$ cat src/hdl/kperm_pkg.sv
package kperm_pkg;

    // Value range and selection geometry
    localparam int MAX_VALUES = 8;
    localparam int POSITIONS  = 8;
    localparam int VAL_W      = 4;
    localparam int CMP_W      = VAL_W + 1;
    localparam int CNT_W      = 4;
    localparam int POS_IDX_W  = 3;

    // Configuration port
    localparam int CFG_IDX_W  = 1;
    localparam int CFG_DATA_W = 4;

    localparam logic [CFG_IDX_W-1:0] REG_VALUE_COUNT = 1'b0;
    localparam logic [CFG_IDX_W-1:0] REG_PICK_COUNT  = 1'b1;

    localparam logic [CFG_DATA_W-1:0] VALUE_COUNT_RST = 4'd4;
    localparam logic [CFG_DATA_W-1:0] PICK_COUNT_RST  = 4'd2;

    // Largest usable n: limited by the value range and by the 4-bit pick fields
    localparam logic [VAL_W-1:0] N_CAP = (MAX_VALUES > 15) ? 4'd15 : VAL_W'(MAX_VALUES);
    localparam logic [CNT_W-1:0] M_CAP = CNT_W'(POSITIONS);

    typedef logic [MAX_VALUES-1:0] mask_t;
    typedef logic [VAL_W-1:0]      val_t;
    typedef logic [CNT_W-1:0]      cnt_t;

    typedef enum logic [1:0] {
        S_IDLE,
        S_BACK,
        S_FILL,
        S_EMIT
    } seq_state_t;

    typedef struct packed {
        logic go;
        logic restart;
        val_t n;
        cnt_t m;
    } kperm_req_t;

    typedef struct packed {
        logic [POSITIONS-1:0][VAL_W-1:0] picks;
        logic                            final_pick;
        logic                            exhausted;
    } kperm_result_t;

    // One-hot mask bit for value v (bit v-1); zero for v = 0
    function automatic mask_t value_bit(val_t v);
        mask_t m;
        m = '0;
        for (int k = 0; k < MAX_VALUES; k++)
        begin
            m[k] = ({1'b0, v} == CMP_W'(k + 1));
        end
        return m;
    endfunction

endpackage

$ cat src/hdl/kperm_find.sv
module kperm_find (
    input  kperm_pkg::mask_t mask,
    input  kperm_pkg::val_t  floor_val,
    input  kperm_pkg::val_t  limit,
    output logic             found,
    output kperm_pkg::val_t  value
);
    import kperm_pkg::*;

    // Smallest free value above floor_val and not above limit
    always_comb
    begin
        found = 1'b0;
        value = '0;
        for (int k = MAX_VALUES - 1; k >= 0; k--)
        begin
            if (!mask[k] && (CMP_W'(k + 1) > {1'b0, floor_val})
                && (CMP_W'(k + 1) <= {1'b0, limit}))
            begin
                found = 1'b1;
                value = VAL_W'(k + 1);
            end
        end
    end

endmodule

$ cat src/hdl/kperm_seq.sv
module kperm_seq (
    input  logic                     clk,
    input  logic                     rst_n,
    input  kperm_pkg::kperm_req_t    req,
    input  logic                     cfg_clear,
    input  logic                     res_take,
    output logic                     busy,
    output logic                     res_valid,
    output kperm_pkg::kperm_result_t result
);
    import kperm_pkg::*;

    seq_state_t                      state_reg, state_next;
    logic [POSITIONS-1:0][VAL_W-1:0] sel_reg, sel_next;
    mask_t                           mask_reg, mask_next;
    cnt_t                            walk_reg, walk_next;
    cnt_t                            pos_reg, pos_next;
    logic                            started_reg, started_next;
    logic                            done_reg, done_next;
    logic                            exh_reg, exh_next;

    cnt_t                   pos_dec;
    logic [POS_IDX_W-1:0]   back_idx;
    logic [POS_IDX_W-1:0]   fill_idx;
    val_t                   cur_val;
    mask_t                  released;
    mask_t                  find_mask;
    val_t                   find_floor;
    logic                   find_found;
    val_t                   find_value;
    logic                   is_last;

    assign pos_dec  = pos_reg - 1'b1;
    assign back_idx = pos_dec[POS_IDX_W-1:0];
    assign fill_idx = pos_reg[POS_IDX_W-1:0];
    assign cur_val  = sel_reg[back_idx];
    assign released = mask_reg & ~value_bit(cur_val);

    // Walking back: release the current value and look above it.
    // Filling: take the smallest free value.
    assign find_mask  = (state_reg == S_BACK) ? released : mask_reg;
    assign find_floor = (state_reg == S_BACK) ? cur_val : '0;

    kperm_find u_find (
        .mask      (find_mask),
        .floor_val (find_floor),
        .limit     (req.n),
        .found     (find_found),
        .value     (find_value)
    );

    always_ff @(posedge clk or negedge rst_n)
    begin
        if (!rst_n)
        begin
            state_reg   <= S_IDLE;
            sel_reg     <= '0;
            mask_reg    <= '0;
            walk_reg    <= '0;
            pos_reg     <= '0;
            started_reg <= 1'b0;
            done_reg    <= 1'b0;
            exh_reg     <= 1'b0;
        end
        else
        begin
            state_reg   <= state_next;
            sel_reg     <= sel_next;
            mask_reg    <= mask_next;
            walk_reg    <= walk_next;
            pos_reg     <= pos_next;
            started_reg <= started_next;
            done_reg    <= done_next;
            exh_reg     <= exh_next;
        end
    end

    always_comb
    begin
        state_next   = state_reg;
        sel_next     = sel_reg;
        mask_next    = mask_reg;
        walk_next    = walk_reg;
        pos_next     = pos_reg;
        started_next = started_reg;
        done_next    = done_reg;
        exh_next     = exh_reg;

        unique case (state_reg)
            S_IDLE:
            begin
                if (req.go)
                begin
                    if (req.restart)
                    begin
                        sel_next     = '0;
                        mask_next    = '0;
                        walk_next    = req.m;
                        pos_next     = '0;
                        started_next = 1'b1;
                        if (req.m > CNT_W'(req.n))
                        begin
                            done_next  = 1'b1;
                            exh_next   = 1'b1;
                            state_next = S_EMIT;
                        end
                        else
                        begin
                            done_next  = 1'b0;
                            exh_next   = 1'b0;
                            state_next = S_FILL;
                        end
                    end
                    else if (!started_reg || done_reg)
                    begin
                        exh_next   = 1'b1;
                        state_next = S_EMIT;
                    end
                    else
                    begin
                        exh_next   = 1'b0;
                        pos_next   = walk_reg;
                        state_next = S_BACK;
                    end
                end
            end

            S_BACK:
            begin
                if (pos_reg == '0)
                begin
                    sel_next   = '0;
                    mask_next  = '0;
                    done_next  = 1'b1;
                    exh_next   = 1'b1;
                    state_next = S_EMIT;
                end
                else if (find_found)
                begin
                    sel_next[back_idx] = find_value;
                    mask_next          = released | value_bit(find_value);
                    state_next         = S_FILL;
                end
                else
                begin
                    sel_next[back_idx] = '0;
                    mask_next          = released;
                    pos_next           = pos_dec;
                end
            end

            S_FILL:
            begin
                if ((pos_reg >= walk_reg) || !find_found)
                begin
                    state_next = S_EMIT;
                end
                else
                begin
                    sel_next[fill_idx] = find_value;
                    mask_next          = mask_reg | value_bit(find_value);
                    pos_next           = pos_reg + 1'b1;
                end
            end

            S_EMIT:
            begin
                if (res_take)
                begin
                    state_next = S_IDLE;
                end
            end

            default:
            begin
                state_next = S_IDLE;
            end
        endcase

        if (cfg_clear)
        begin
            started_next = 1'b0;
            done_next    = 1'b0;
        end
    end

    // Last selection in order is n, n-1, ..., n-m+1
    always_comb
    begin
        is_last = 1'b1;
        for (int j = 0; j < POSITIONS; j++)
        begin
            if ((CNT_W'(j) < walk_reg)
                && (({1'b0, sel_reg[j]} + CMP_W'(j)) != {1'b0, req.n}))
            begin
                is_last = 1'b0;
            end
        end
    end

    always_comb
    begin
        for (int j = 0; j < POSITIONS; j++)
        begin
            result.picks[j] = (!exh_reg && (CNT_W'(j) < walk_reg)) ? sel_reg[j] : '0;
        end
        result.final_pick = !exh_reg && is_last;
        result.exhausted  = exh_reg;
    end

    assign busy      = (state_reg != S_IDLE);
    assign res_valid = (state_reg == S_EMIT);

    a_mask_matches_walk: assert property (@(posedge clk) disable iff (!rst_n)
        (state_reg == S_EMIT && !exh_reg) |-> ($countones(mask_reg) == walk_reg))
        else $error("in-use mask does not match selection length");

    a_pos_in_range: assert property (@(posedge clk) disable iff (!rst_n)
        (state_reg == S_BACK || state_reg == S_FILL) |-> (pos_reg <= walk_reg))
        else $error("walk position beyond selection length");

    a_done_clears_mask: assert property (@(posedge clk) disable iff (!rst_n)
        done_reg |-> (mask_reg == '0))
        else $error("exhausted walk left values in use");

    a_done_needs_start: assert property (@(posedge clk) disable iff (!rst_n)
        !started_reg |-> !done_reg)
        else $error("exhausted flag set without a started walk");

endmodule

$ cat src/hdl/k_permutation_generator.sv
// Lexicographic k-permutation generator. Each input transaction either restarts
// the walk (restart = 1, giving 1, 2, ..., m) or asks for the next ordered
// selection of m distinct values from 1..n (restart = 0). n and m come from the
// value_count and pick_count registers, capped at 8; writing either register
// ends the current walk, and requests then report exhausted until a restart.
// Each transaction yields exactly one result: pick_0..pick_7 hold the
// selection (0 beyond position m-1), final_pick marks the last selection in
// order, and exhausted marks a request with nothing left (picks then 0). A
// request before any restart, or a restart with m > n, reports exhausted.
// Timing: one shared find-first-free unit handles one position per cycle. A
// restart fills positions 0..m-1 in turn; an advance walks back to the pivot
// position and then refills forward, or reports exhausted when it runs off
// the last selection; a request with no walk to advance reports exhausted
// without walking. in_stall stays high while a transaction is being worked,
// and drops again once its result has moved into the output register, so the
// next transaction is taken while that result still waits.
module k_permutation_generator (
    input  logic                                clk,
    input  logic                                rst_n,
    input  logic                                cfg_we,
    input  logic [kperm_pkg::CFG_IDX_W-1:0]     cfg_index,
    input  logic [kperm_pkg::CFG_DATA_W-1:0]    cfg_data,
    input  logic                                in_valid,
    output logic                                in_stall,
    input  logic                                restart,
    output logic                                out_valid,
    input  logic                                out_stall,
    output logic [kperm_pkg::VAL_W-1:0]         pick_0,
    output logic [kperm_pkg::VAL_W-1:0]         pick_1,
    output logic [kperm_pkg::VAL_W-1:0]         pick_2,
    output logic [kperm_pkg::VAL_W-1:0]         pick_3,
    output logic [kperm_pkg::VAL_W-1:0]         pick_4,
    output logic [kperm_pkg::VAL_W-1:0]         pick_5,
    output logic [kperm_pkg::VAL_W-1:0]         pick_6,
    output logic [kperm_pkg::VAL_W-1:0]         pick_7,
    output logic                                final_pick,
    output logic                                exhausted
);
    import kperm_pkg::*;

    logic [CFG_DATA_W-1:0] value_count_reg, value_count_next;
    logic [CFG_DATA_W-1:0] pick_count_reg, pick_count_next;
    logic                  cfg_clear;

    val_t          eff_n;
    cnt_t          eff_m;
    kperm_req_t    req;
    logic          busy;
    logic          res_valid;
    logic          res_take;
    kperm_result_t result;

    logic          out_valid_reg, out_valid_next;
    kperm_result_t out_reg;

    // Configuration: take writes, and end the walk on any register write
    always_comb
    begin
        value_count_next = value_count_reg;
        pick_count_next  = pick_count_reg;
        cfg_clear        = 1'b0;
        if (cfg_we)
        begin
            unique case (cfg_index)
                REG_VALUE_COUNT:
                begin
                    value_count_next = cfg_data;
                    cfg_clear        = 1'b1;
                end
                REG_PICK_COUNT:
                begin
                    pick_count_next = cfg_data;
                    cfg_clear       = 1'b1;
                end
                default:
                begin
                    cfg_clear = 1'b0;
                end
            endcase
        end
    end

    always_ff @(posedge clk or negedge rst_n)
    begin
        if (!rst_n)
        begin
            value_count_reg <= VALUE_COUNT_RST;
            pick_count_reg  <= PICK_COUNT_RST;
        end
        else
        begin
            value_count_reg <= value_count_next;
            pick_count_reg  <= pick_count_next;
        end
    end

    // Clamp oversized n and m
    assign eff_n = (VAL_W'(value_count_reg) > N_CAP) ? N_CAP : VAL_W'(value_count_reg);
    assign eff_m = (CNT_W'(pick_count_reg) > M_CAP) ? M_CAP : CNT_W'(pick_count_reg);

    // Accept a transaction only while the sequencer is idle
    assign in_stall = busy;
    assign req      = '{go: in_valid && !busy, restart: restart, n: eff_n, m: eff_m};

    kperm_seq u_seq (
        .clk       (clk),
        .rst_n     (rst_n),
        .req       (req),
        .cfg_clear (cfg_clear),
        .res_take  (res_take),
        .busy      (busy),
        .res_valid (res_valid),
        .result    (result)
    );

    // Output register: load when empty or being drained this cycle
    assign res_take = !out_valid_reg || !out_stall;

    always_comb
    begin
        out_valid_next = out_valid_reg;
        if (res_valid && res_take)
        begin
            out_valid_next = 1'b1;
        end
        else if (!out_stall)
        begin
            out_valid_next = 1'b0;
        end
    end

    always_ff @(posedge clk or negedge rst_n)
    begin
        if (!rst_n)
        begin
            out_valid_reg <= 1'b0;
        end
        else
        begin
            out_valid_reg <= out_valid_next;
        end
    end

    // Payload holds while stalled
    always_ff @(posedge clk)
    begin
        if (res_valid && res_take)
        begin
            out_reg <= result;
        end
    end

    assign out_valid  = out_valid_reg;
    assign pick_0     = out_reg.picks[0];
    assign pick_1     = out_reg.picks[1];
    assign pick_2     = out_reg.picks[2];
    assign pick_3     = out_reg.picks[3];
    assign pick_4     = out_reg.picks[4];
    assign pick_5     = out_reg.picks[5];
    assign pick_6     = out_reg.picks[6];
    assign pick_7     = out_reg.picks[7];
    assign final_pick = out_reg.final_pick;
    assign exhausted  = out_reg.exhausted;

endmodule
$ cat config.mk
export PLATFORM = sky130hd
export DESIGN_NAME = k_permutation_generator
export DESIGN_NICKNAME = d
export VERILOG_FILES = /design/src/hdl/kperm_pkg.sv /design/src/hdl/kperm_find.sv /design/src/hdl/kperm_seq.sv /design/src/hdl/k_permutation_generator.sv
export SDC_FILE = /design/constraint.sdc
export NUM_CORES = 1
export LEC_CHECK = 0
export ABC_AREA = 0
export BUFFER_PORTS_ARGS = -buffer_cell sky130_fd_sc_hd__buf_4
export CORE_MARGIN = 1.5
export CORE_UTILIZATION = 33
export DETAILED_ROUTE_END_ITERATION = 6
export PLACE_DENSITY_LB_ADDON = 0.15
export SYNTH_ARGS = -nofsm -noshare
export SYNTH_HDL_FRONTEND = slang
export SYNTH_SLANG_ARGS = --single-unit
$ cat constraint.sdc
create_clock -name clk -period 5.69 [get_ports clk]
set_input_delay 0 -clock clk [delete_from_list [all_inputs] [get_ports clk]]
set_output_delay 0 -clock clk [all_outputs]
set_load 0.005 [all_outputs]
==> results of run 1 <==
==> synth_stat cells, drive strengths merged, types with 5 or more instances <==
cell type	number	area, um^2
a21o	8	60.1
a21oi	34	170
a31oi	12	75.1
a32o	9	90.1
and2	27	169
buf	11	90.1
clkbuf	28	105
dfrtp	60	1500
edfxtp	34	1020
ha	21	263
inv	30	113
mux2	17	191
mux2i	19	190
nand2	53	199
nand2b	9	63.8
nand3	23	115
nor2	53	201
nor2b	7	43.8
nor3	19	100
o21ai	45	229
o22ai	5	31.3
o2bb2ai	24	248
or2	5	31.3
xnor2	13	121
xor2	14	130
==> worst min-delay path, cell delays in order <==
cell and delay [ns]:
buf_4 0.08, nor2b_1 0.08, nand2_1 0.07, o21ai_0 0.08
==> report_power, final <==
group | total [uW] | switching (uW) | internal (uW) | leakage, uW
clock | 640 | 285 | 355 | 0.000157
sequential | 1090 | 183 | 903 | 0.00115
combinational | 2020 | 1320 | 703 | 0.00166
total | 3750 | 1780 | 1960 | 0.00297
==> cells by family (layout without fill, tap and decap cells) <==
group / Yosys count / count (layout) / share of synthesized area, %
XOR/XNOR: 27 / 27 / 4.01
adder cells (fa/ha/maj): 22 / 22 / 4.35
AND/OR/NAND/NOR: 220 / 220 / 17.7
buffers and inverters: 69 / 109 / 4.91
multiplexers: 39 / 39 / 7.17
AO/OA/AOI/OAI: 182 / 182 / 20.8
flip-flops: 96 / 96 / 41.1
==> through the flow <==
stage                     hold WS, ns  utilization (%)  instances
after floorplan                -0.296                -        655
after global placement          0.152             36.5        906
after detailed placement        0.158             36.5        906
after CTS                     0.00540             38.5        929
after global routing           0.0408             38.5        929
final                         0.00894             38.5        929
==> metal layers <==
metal  global-route usage (%)  part of all wire [%]
met5                        0                     0
met1                     27.1                    46
met4                     8.94                   3.5
met3                     3.36                   4.7
met2                     31.6                    46
==> placed cells by master (no fill, tap or decap), types with 7 or more instances in the layout <==
cell           Yosys  layout
a32o_1             9       9
a31oi_1           12      12
inv_1             30      30
nor3_1            18      18
nor2_1            52      52
dlygate4sd3_1      0       7
mux2_2            16      16
o2bb2ai_1         18      18
nand2_1           53      53
a21o_1             8       8
buf_4              2      56
nand2b_1           8       8
edfxtp_1          34      34
a21oi_1           34      34
and2_1            27      27
o21ai_0           44      44
ha_1              21      21
xnor2_1           12      12
nand3_1           23      23
xor2_1            13      13
nor2b_1            7       7
mux2i_1           19      19
dfrtp_1           60      60
clkbuf_16          0      11
==> area by class of cell <==
type | count | area share, %
timing repair buffer | 63 | 6.83
clock buffer | 11 | 3.83
inverter | 30 | 1.57
clock inverter | 5 | 0.575
tap | 234 | 4.08
multi-input combinational | 490 | 47.3
sequential | 96 | 35.8
==> repair_timing <==
action,4_1_cts,5_1_grt
endpoints found under the hold margin,71,0
hold buffers,7,0
gates resized for setup,0,0
==> path summary, 6_finish.rpt <==
kind,start,endpoint,slack (ns),cells past startpoint
setup / recovery,u_seq.pos_reg[1],u_seq.sel_reg[3],1.22,11
hold / removal,cfg_index,value_count_reg[3],0.009,4
setup reg to reg,u_seq.pos_reg[1],u_seq.sel_reg[3],1.22,11
hold reg to reg,pick_count_reg[0],pick_count_reg[0],0.52,1
max in group asynchronous,rst_n,u_seq.sel_reg[11],4.87,2
min in group asynchronous,rst_n,u_seq.mask_reg[5],0.28,2
==> results_dict.tcl, run 1 <==
set metrics [dict create \
    timing.critical_path.from_type "flop" \
    cts_root_buffer "clkbuf_16" \
    syn_nets 687 \
    timing.critical_path.to_type "flop" \
    syn_avg_cell_area_um2 9.57 \
    critical_path_buf_inv_count 1 \
    worstPathArrival_ns 4.74 \
    cpLargestDelayFamily "simple AND/OR/NAND/NOR gates" \
    vias_per_cell 5.66 \
    clock_latency_ns 0.36 \
    totalPowerFinal_uw 3750 \
    antenna_found_initial 0 \
    area_growth_syn_to_layout_pct 14.6 \
    buffer_ports.inserted 46 \
    detail_route.wirelength_mm 19.2 \
    finalWeightedCongestion 0.885 \
    min_period_over_period_pct 78.6 \
    core-area_um2 18600 \
    insertedDiodeCount 0 \
    drt.antenna.violating_nets 0 \
    slew_headroom_pct 27.4 \
    num_vias 5259 \
    clkSinkCount 96 \
    grt_util_overall_pct 20.0 \
    place_hpwl_mm 14.1 \
    synth-seq-cells 96 \
    start_util_pct 33.6 \
    clk_pin_slew_ns 0.07 \
    placement.setup.worst_slack_ns 1.29 \
    multiInputGateArea_um2 3400 \
    worstPathCellList "inv_1, ha_1, xnor2_2, mux4_2, nand2_1, and3_1, a211oi_1, or4b_4, or3_4, or2_0, o2bb2ai_2" \
    die_w_um 141 \
    setup_total_negative_slack_ns 0 \
    timing.setup.critical_path_class "reg -> reg" \
    dominantRegCellSynth "dfrtp_1" \
    yosysWarnings 0 \
    clock_tree_from_tritoncts "yes" \
    max_clock_freq_mhz 224 \
    synth_enable_flop_cells 34 \
    synth-async-reset-ratio_pct 64.6 \
    ys_seq_area_share_pct 41.1 \
    post_route_cells_drive_above_1_share_pct 16.4 \
    timing.clock.skew_ns 0.0118 \
    cts_setup_buffers 0 \
    timing_hold_violations_final 0 \
    post_synth_instance_area_um2 6270 \
    cpMaxStageDelayCell "or4b_4" \
    register_area_um2 2570 \
    grt_setup_unrepaired "false" \
    post_synth_num_cell_types 77 \
    first_pass_iters 5 \
    worst_hold_path_type "in -> reg" \
    via_count_of_the_first_global_routing_pass 5099 \
    die_h_um 141 \
    cts-buffers-inserted 9 \
    critical_path.max_stage_delay_ns 0.64 \
    avgRoutedWirePerCell_um 20.7 \
    ioPinCount 47 \
    cts-root-to-sink-buffers 2 \
    std_cell_rows 50 \
    violation_count_after_the_first_detailed_route_iteration 326 \
    max_cap_viols 0 \
    setup_violating_endpoint_count_in_the_final_report 0 \
    timing.final.crit_period_ns 4.47 \
    final_design_area_no_fill_um2 7180 \
    cts-htree-levels 3 \
    die_area_um2 19800 \
    total_leakage_power_uw 0.00297 \
    global_route_wire_length_before_repair_mm 30.1 \
    dpl_cell_area_um2 6800 \
    crit_required_ns 5.96 \
    fill_cells 1880 \
    crit_path_max_fanout 13 \
    max_slew.worst_pin.slew_ns 1.09 \
    peakVddDrop_mv 0.462 \
    globalRouteOverflowTotal 0 \
    power-per-cell-area_nw_per_um2 521 \
    status "completed" \
    slew_violations 0 \
    setup_slack_after_layout_ns 1.22 \
    largest_net_degree_at_the_start_of_global_routing 63 \
    finish.net_count 722 \
    largest_register_ffs 32 \
    drcViolationCount 0 \
    syn-instance-count 655 \
]
(Power assumes the default switching activity.)
==> run 2: changes to the inputs <==
--- a/config.mk
+++ b/config.mk
@@ -5,7 +5,7 @@
 export SDC_FILE = /design/constraint.sdc
 export NUM_CORES = 1
 export LEC_CHECK = 0
-export ABC_AREA = 0
+export ABC_AREA = 1
 export BUFFER_PORTS_ARGS = -buffer_cell sky130_fd_sc_hd__buf_4
 export CORE_MARGIN = 1.5
 export CORE_UTILIZATION = 33
==> constraint.sdc (replaced) <==
create_clock -name clk -period 3.8 [get_ports clk]
set_input_delay 0 -clock clk [delete_from_list [all_inputs] [get_ports clk]]
set_output_delay 0 -clock clk [all_outputs]
set_load 0.005 [all_outputs]
==> results_dict.tcl, run 2 <==
set metrics [dict create \
    synth-async-reset-ratio_pct 64.6 \
    clock_latency_ns 0.37 \
    crit_path_max_fanout 20 \
    placed_cells 1286 \
    cts-root-to-sink-buffers 2 \
    first_pass_iters 5 \
    peakVddDrop_mv 0.736 \
    globalRouteMet2Util_pct 34.3 \
    insertedDiodeCount 0 \
    post_synth_most_frequent_cells "nand2_1, inv_1, o21ai_0" \
    r2r_slack_ns 0.38 \
    timing.final.crit_period_ns 3.42 \
    fill_cells 2265 \
    timing.clock.skew_ns 0.00888 \
    slew_headroom_pct 34.8 \
    dominantRegCellSynth "dfrtp_1" \
    hold-worst-slack_ns 0.00881 \
    globalRouteOverflowTotal 0 \
    min_period_over_period_pct 90.0 \
    max_slew.worst_pin.slew_ns 0.976 \
    place_hpwl_mm 16.0 \
    buffer_ports.inserted 46 \
    instances_no_fill 1312 \
    std_cell_rows 53 \
    syn-instance-count 977 \
    drt.antenna.violating_nets 0 \
    cts-htree-levels 3 \
    p_switching_uw 3290 \
    area_growth_syn_to_layout_pct 14.7 \
    cts-buffers-inserted 9 \
    comb_power_share_pct 58.7 \
    max_clock_freq_mhz 292 \
    p_seq_share_pct 26.7 \
    switching_share_pct 52.9 \
    slew_violations 0 \
    avgRoutedWirePerCell_um 17.6 \
    total_leakage_power_uw 0.00363 \
    worst_r2r_path_depth 20 \
    synth.top_cells.by_area "dfrtp_1, edfxtp_1, nand2_1" \
    grt_util_overall_pct 21.1 \
    cts_root_buffer "clkbuf_16" \
    use_met1_pct 28.9 \
    post-synth-top-area-cell "dfrtp_1" \
    post_route_cells_drive_above_1_share_pct 14.4 \
    register_area_um2 2570 \
    power-per-cell-area_nw_per_um2 772 \
    timing_hold_violations_final 0 \
    r2r-end "u_seq.sel_reg[19]" \
    drcViolationCount 0 \
    grt_setup_unrepaired "false" \
    post_synth_num_cell_types 46 \
    use_met3_pct 2.26 \
    crit_required_ns 4.10 \
    synth-seq-cells 96 \
    core-area_um2 21000 \
    crit_path_start "u_seq.pos_reg[1]" \
    post-route-util_pct 38.5 \
    clk_pin_slew_ns 0.08 \
    vias_per_cell 5.12 \
    clk_network_pwr_share_pct 14.6 \
    syn_avg_cell_area_um2 7.19 \
    global_route_wire_length_before_repair_mm 35.7 \
    largest_net_degree_at_the_start_of_global_routing 63 \
    r2r-start "u_seq.pos_reg[1]" \
    die_w_um 149 \
    gr-max-usage-layer "met2" \
    finish.net_count 1064 \
    yosysWarnings 0 \
    clkSinkCount 96 \
    status "completed" \
    synth_most_common_cell "nand2_1" \
    highest_count_cells_in_the_layout_ignoring_fill_and_taps "nand2_1, inv_1, o21ai_0" \
    syn_nets 1009 \
    most_common_cell_after_layout_fill_and_taps_aside "nand2_1" \
    detail_route.wirelength_mm 23.2 \
    finalWeightedCongestion 0.935 \
    timing.critical_path.to_type "flop" \
    multiInputGateArea_um2 3840 \
    worstPathArrival_ns 3.72 \
    setup.worst_path.end "u_seq.sel_reg[19]" \
    setup_violating_endpoint_count_in_the_final_report 0 \
    setup_total_negative_slack_ns 0 \
    timing.setup.critical_path_class "reg -> reg" \
    violation_count_after_the_first_detailed_route_iteration 451 \
    ys_seq_area_share_pct 36.6 \
    worst_hold_path_type "in -> reg" \
    start_util_pct 33.5 \
    largest_register_ffs 32 \
    die_area_um2 22200 \
    post_synth_instance_area_um2 7030 \
    antenna_found_initial 0 \
    timing.critical_path.from_type "flop" \
    via_count_of_the_first_global_routing_pass 6337 \
    max_cap_viols 0 \
    clock_tree_from_tritoncts "yes" \
    synth_enable_flop_cells 34 \
    cell_internal_pwr_uw 2930 \
    num_vias 6718 \
    ioPinCount 47 \
    synth_largest_type_area_fraction_pct 21.4 \
    totalPowerFinal_uw 6220 \
    die_h_um 149 \
]
## run 2: cell count changes after synthesis, sizes merged, moves of 16 or more
cell	delta
o21ai	+98
o2bb2ai	-24
nand2	+230
inv	+87
mux2i	-19
and2	-27
mux2	-17
clkbuf	-16
a21oi	+37
nor2	+48
## run 2: through the flow
stage / instance area [um^2] / worst slack, ns
2_1_floorplan: 7030 / 0.956
3_3_place_gp: 7680 / 0.335
3_5_place_dp: 7680 / 0.233
4_1_cts: 8040 / 0.211
5_1_grt: 8070 / 0.0455
6_report: 8070 / 0.380
## run 2: layout make-up
class | count | area share, %
clock buffer | 9 | 2.79
clock inverter | 7 | 0.667
inverter | 119 | 5.60
multi-input combinational | 734 | 47.6
sequential | 96 | 31.9
tap | 275 | 4.27
timing repair buffer | 72 | 7.11
## run 2: power groups by stage
stage / combinational, uW / clock (uW) / sequential, uW
after floorplan: 2440 / 0 / 1610
after global placement: 3460 / 0 / 1680
after detailed placement: 3470 / 0 / 1680
after CTS: 3480 / 929 / 1660
after global routing: 4030 / 966 / 1700
final: 3650 / 909 / 1660
## run 2: logic make-up after synthesis
logic type,Yosys count,share of synthesized area (%)
XOR/XNOR,26,3.24
buffers and inverters,149,9.29
AND/OR/NAND/NOR,436,26.4
adder cells (fa/ha/maj),21,3.74
AO/OA/AOI/OAI,249,20.7
flip-flops,96,36.6
## run 2: worst min path at each step
| stage | depth (start not counted) | start | end |
|---|---|---|---|
| 2_1_floorplan | 0 | rst_n | out_valid |
| 3_3_place_gp | 1 | rst_n | u_seq.sel_reg[10] |
| 3_5_place_dp | 1 | rst_n | u_seq.sel_reg[10] |
| 4_1_cts | 3 | in_valid | u_seq.started_reg |
| 5_1_grt | 3 | in_valid | u_seq.started_reg |
| 6_report | 4 | cfg_index | value_count_reg[2] |
## run 2: worst max-delay path, cell delays in order (launching register included)
cell and delay [ns]:
dfrtp_1 0.46, inv_1 0.14, ha_2 0.43, inv_2 0.12, nand2_1 0.10, nand2_1 0.05, nand2_1 0.06, nand2_2 0.14
nor2_4 0.20, nand2_1 0.08, nand2_1 0.08, nand2_1 0.08, o21ai_2 0.25, nor2_8 0.11, nand3_4 0.11, nand2_2 0.06
nand2_2 0.09, nand2_4 0.15, nor2_8 0.41, nand2_1 0.15, o21ai_2 0.07
## run 2: metal layers
layer / wire length [um] / vias to the layer above
met5: 0 / -
met4: 664 / 0
met3: 1050 / 34
met2: 10800 / 200
met1: 10700 / 3142
li1: - / 3342
## run 2: repair_timing
| item | 4_1_cts | 5_1_grt |
|---|---|---|
| gates resized for setup | 0 | 4 |
| hold buffers | 8 | 0 |
| endpoints found under the setup margin | 0 | 40 |
| endpoints found under the hold margin | 72 | 0 |
| setup buffers | 0 | 0 |
==> run 3: changes to the inputs <==
--- a/config.mk
+++ b/config.mk
@@ -5,7 +5,6 @@
 export SDC_FILE = /design/constraint.sdc
 export NUM_CORES = 1
 export LEC_CHECK = 0
-export ABC_AREA = 1
 export BUFFER_PORTS_ARGS = -buffer_cell sky130_fd_sc_hd__buf_4
 export CORE_MARGIN = 1.5
 export CORE_UTILIZATION = 33
@@ -14,3 +13,4 @@
 export SYNTH_ARGS = -nofsm -noshare
 export SYNTH_HDL_FRONTEND = slang
 export SYNTH_SLANG_ARGS = --single-unit
+export TNS_END_PERCENT = 5
==> results_dict.tcl, run 3 (same netlist as run 1, synthesis figures left out) <==
set metrics [dict create \
    setup.worst_path.end "u_seq.state_reg[0]" \
    timing_hold_violations_final 0 \
    timing.setup.critical_path_class "reg -> reg" \
    start_util_pct 33.6 \
    totalPowerFinal_uw 6000 \
    total_leakage_power_uw 0.00314 \
    register_area_um2 2570 \
    violation_count_after_the_first_detailed_route_iteration 254 \
    clkSinkCount 96 \
    r2r-end "u_seq.state_reg[0]" \
    vias_per_cell 5.58 \
    die_h_um 141 \
    area_growth_syn_to_layout_pct 19.8 \
    grt_setup_unrepaired "false" \
    crit_path_max_fanout 9 \
    highest_count_cells_in_the_layout_ignoring_fill_and_taps "buf_4, dfrtp_1, nand2_1, nor2_1, o21ai_0" \
    worst_r2r_path_depth 12 \
    crit_path_start "u_seq.pos_reg[0]" \
    insertedDiodeCount 0 \
    largest_net_degree_at_the_start_of_global_routing 63 \
    post-route-util_pct 40.3 \
    fill_cells 1885 \
    die_area_um2 19800 \
    globalRouteOverflowTotal 0 \
    slew_violations 0 \
    timing.final.crit_period_ns 3.60 \
    r2r-start "u_seq.pos_reg[0]" \
    finalWeightedCongestion 0.922 \
    via_count_of_the_first_global_routing_pass 5391 \
    dpl_cell_area_um2 7090 \
    clk_pin_slew_ns 0.07 \
    finish.net_count 758 \
    largest_register_ffs 32 \
    crit_required_ns 4.08 \
    die_w_um 141 \
    timing.clock.skew_ns 0.0130 \
    max_slew.worst_pin.slew_ns 1.07 \
    clock_latency_ns 0.36 \
    std_cell_rows 50 \
    slew_headroom_pct 28.8 \
    final_design_area_no_fill_um2 7510 \
    cts_root_buffer "clkbuf_16" \
    min_period_over_period_pct 94.8 \
    antenna_found_initial 0 \
    max_cap_viols 0 \
    place_hpwl_mm 15.0 \
    grt_util_overall_pct 21.2 \
    avgRoutedWirePerCell_um 20.9 \
    setup_violating_endpoint_count_in_the_final_report 0 \
    ioPinCount 47 \
    timing.critical_path.to_type "flop" \
    worst_hold_path_type "in -> reg" \
    worstPathArrival_ns 3.88 \
    num_vias 5382 \
    cts_setup_buffers 0 \
    cts-htree-levels 3 \
    r2r_slack_ns 0.20 \
    buffer_ports.inserted 46 \
    first_pass_iters 4 \
    drcViolationCount 0 \
    status "completed" \
    timing.critical_path.from_type "flop" \
    most_common_cell_after_layout_fill_and_taps_aside "buf_4" \
    power-per-cell-area_nw_per_um2 798 \
    cts-root-to-sink-buffers 2 \
    post_route_cells_drive_above_1_share_pct 21.1 \
    cts-buffers-inserted 9 \
    max_clock_freq_mhz 277 \
    drt.antenna.violating_nets 0 \
    detail_route.wirelength_mm 20.2 \
    peakVddDrop_mv 0.690 \
    clock_tree_from_tritoncts "yes" \
    global_route_wire_length_before_repair_mm 31.7 \
    core-area_um2 18600 \
    multiInputGateArea_um2 3450 \
    setup_total_negative_slack_ns 0 \
]
==> run 3: cell types whose count changed in the layout (fill, tap and decap cells not counted), moves of 11 or more <==
| cell | before | now |
|---|---|---|
| nand2_1 | 269 | 52 |
| inv_1 | 111 | 28 |
| o21ai_0 | 102 | 44 |
| nor2_1 | 94 | 52 |
| a21oi_1 | 70 | 34 |
| o21ai_2 | 32 | 1 |
| and2_1 | 0 | 27 |
| buf_4 | 63 | 89 |
| mux2i_1 | 0 | 19 |
| o2bb2ai_1 | 0 | 18 |
| mux2_2 | 0 | 16 |
| a31oi_1 | 1 | 12 |
==> run 3: critical path, cell delays in order (launching register included) <==
cell      delay, ns
dfrtp_1        0.38
inv_2          0.06
ha_4           0.19
xnor2_4        0.31
mux4_2         0.57
nand2_2        0.12
and3_4         0.19
a211oi_1       0.07
or4b_4         0.60
buf_4          0.18
or4_1          0.50
nand3_1        0.15
mux2i_1        0.21
==> run 3: repair_timing <==
item                                   4_1_cts  5_1_grt
hold buffers                                10        0
endpoints found under the hold margin       72        0
setup endpoints to repair                    0       19
resized for setup                            0        4
==> run 3: worst min-delay path by stage <==
stage,from,endpoint,slack (ns),cells past startpoint
detailed placement,rst_n,u_seq.mask_reg[3],0.16,1
finish,cfg_index,value_count_reg[0],0.06,3
floorplan,rst_n,out_valid,-0.30,0
CTS,cfg_index,value_count_reg[0],0.05,3
global route,cfg_index,value_count_reg[0],0.06,3
global placement,rst_n,u_seq.mask_reg[0],0.17,1
==> run 3: metrics by stage <==
stage / hold WS (ns) / setup slack, ns / instances
after floorplan: -0.296 / -0.0174 / 655
after global placement: 0.166 / 0.153 / 939
after detailed placement: 0.155 / 0.0640 / 939
after CTS: 0.0452 / 0.0877 / 965
after global routing: 0.0599 / 0.0251 / 965
final: 0.0550 / 0.196 / 965
==> run 3: per-layer routing <==
metal,share of wire [%],vias up,global-route usage (%)
met5,0,-,0
met1,45,2631,28.1
li1,-,2562,-
met3,4.8,36,4.21
met2,47,153,34.1
met4,3.1,0,8.39
==> run 3: report_power, final <==
| group | leakage, uW | internal [uW] | switching, uW |
|---|---|---|---|
| clock network | 0.000155 | 525 | 421 |
| logic | 0.00184 | 1310 | 2180 |
| registers | 0.00115 | 1350 | 211 |
==> run 3: final cells by class <==
cell class	count	area share [%]
Timing Repair Buffer	99	10.2
Sequential cell	96	34.3
Multi-Input combinational cell	490	45.9
Tap cell	234	3.90
Inverter	30	1.53
Clock buffer	12	3.70
Clock inverter	4	0.416
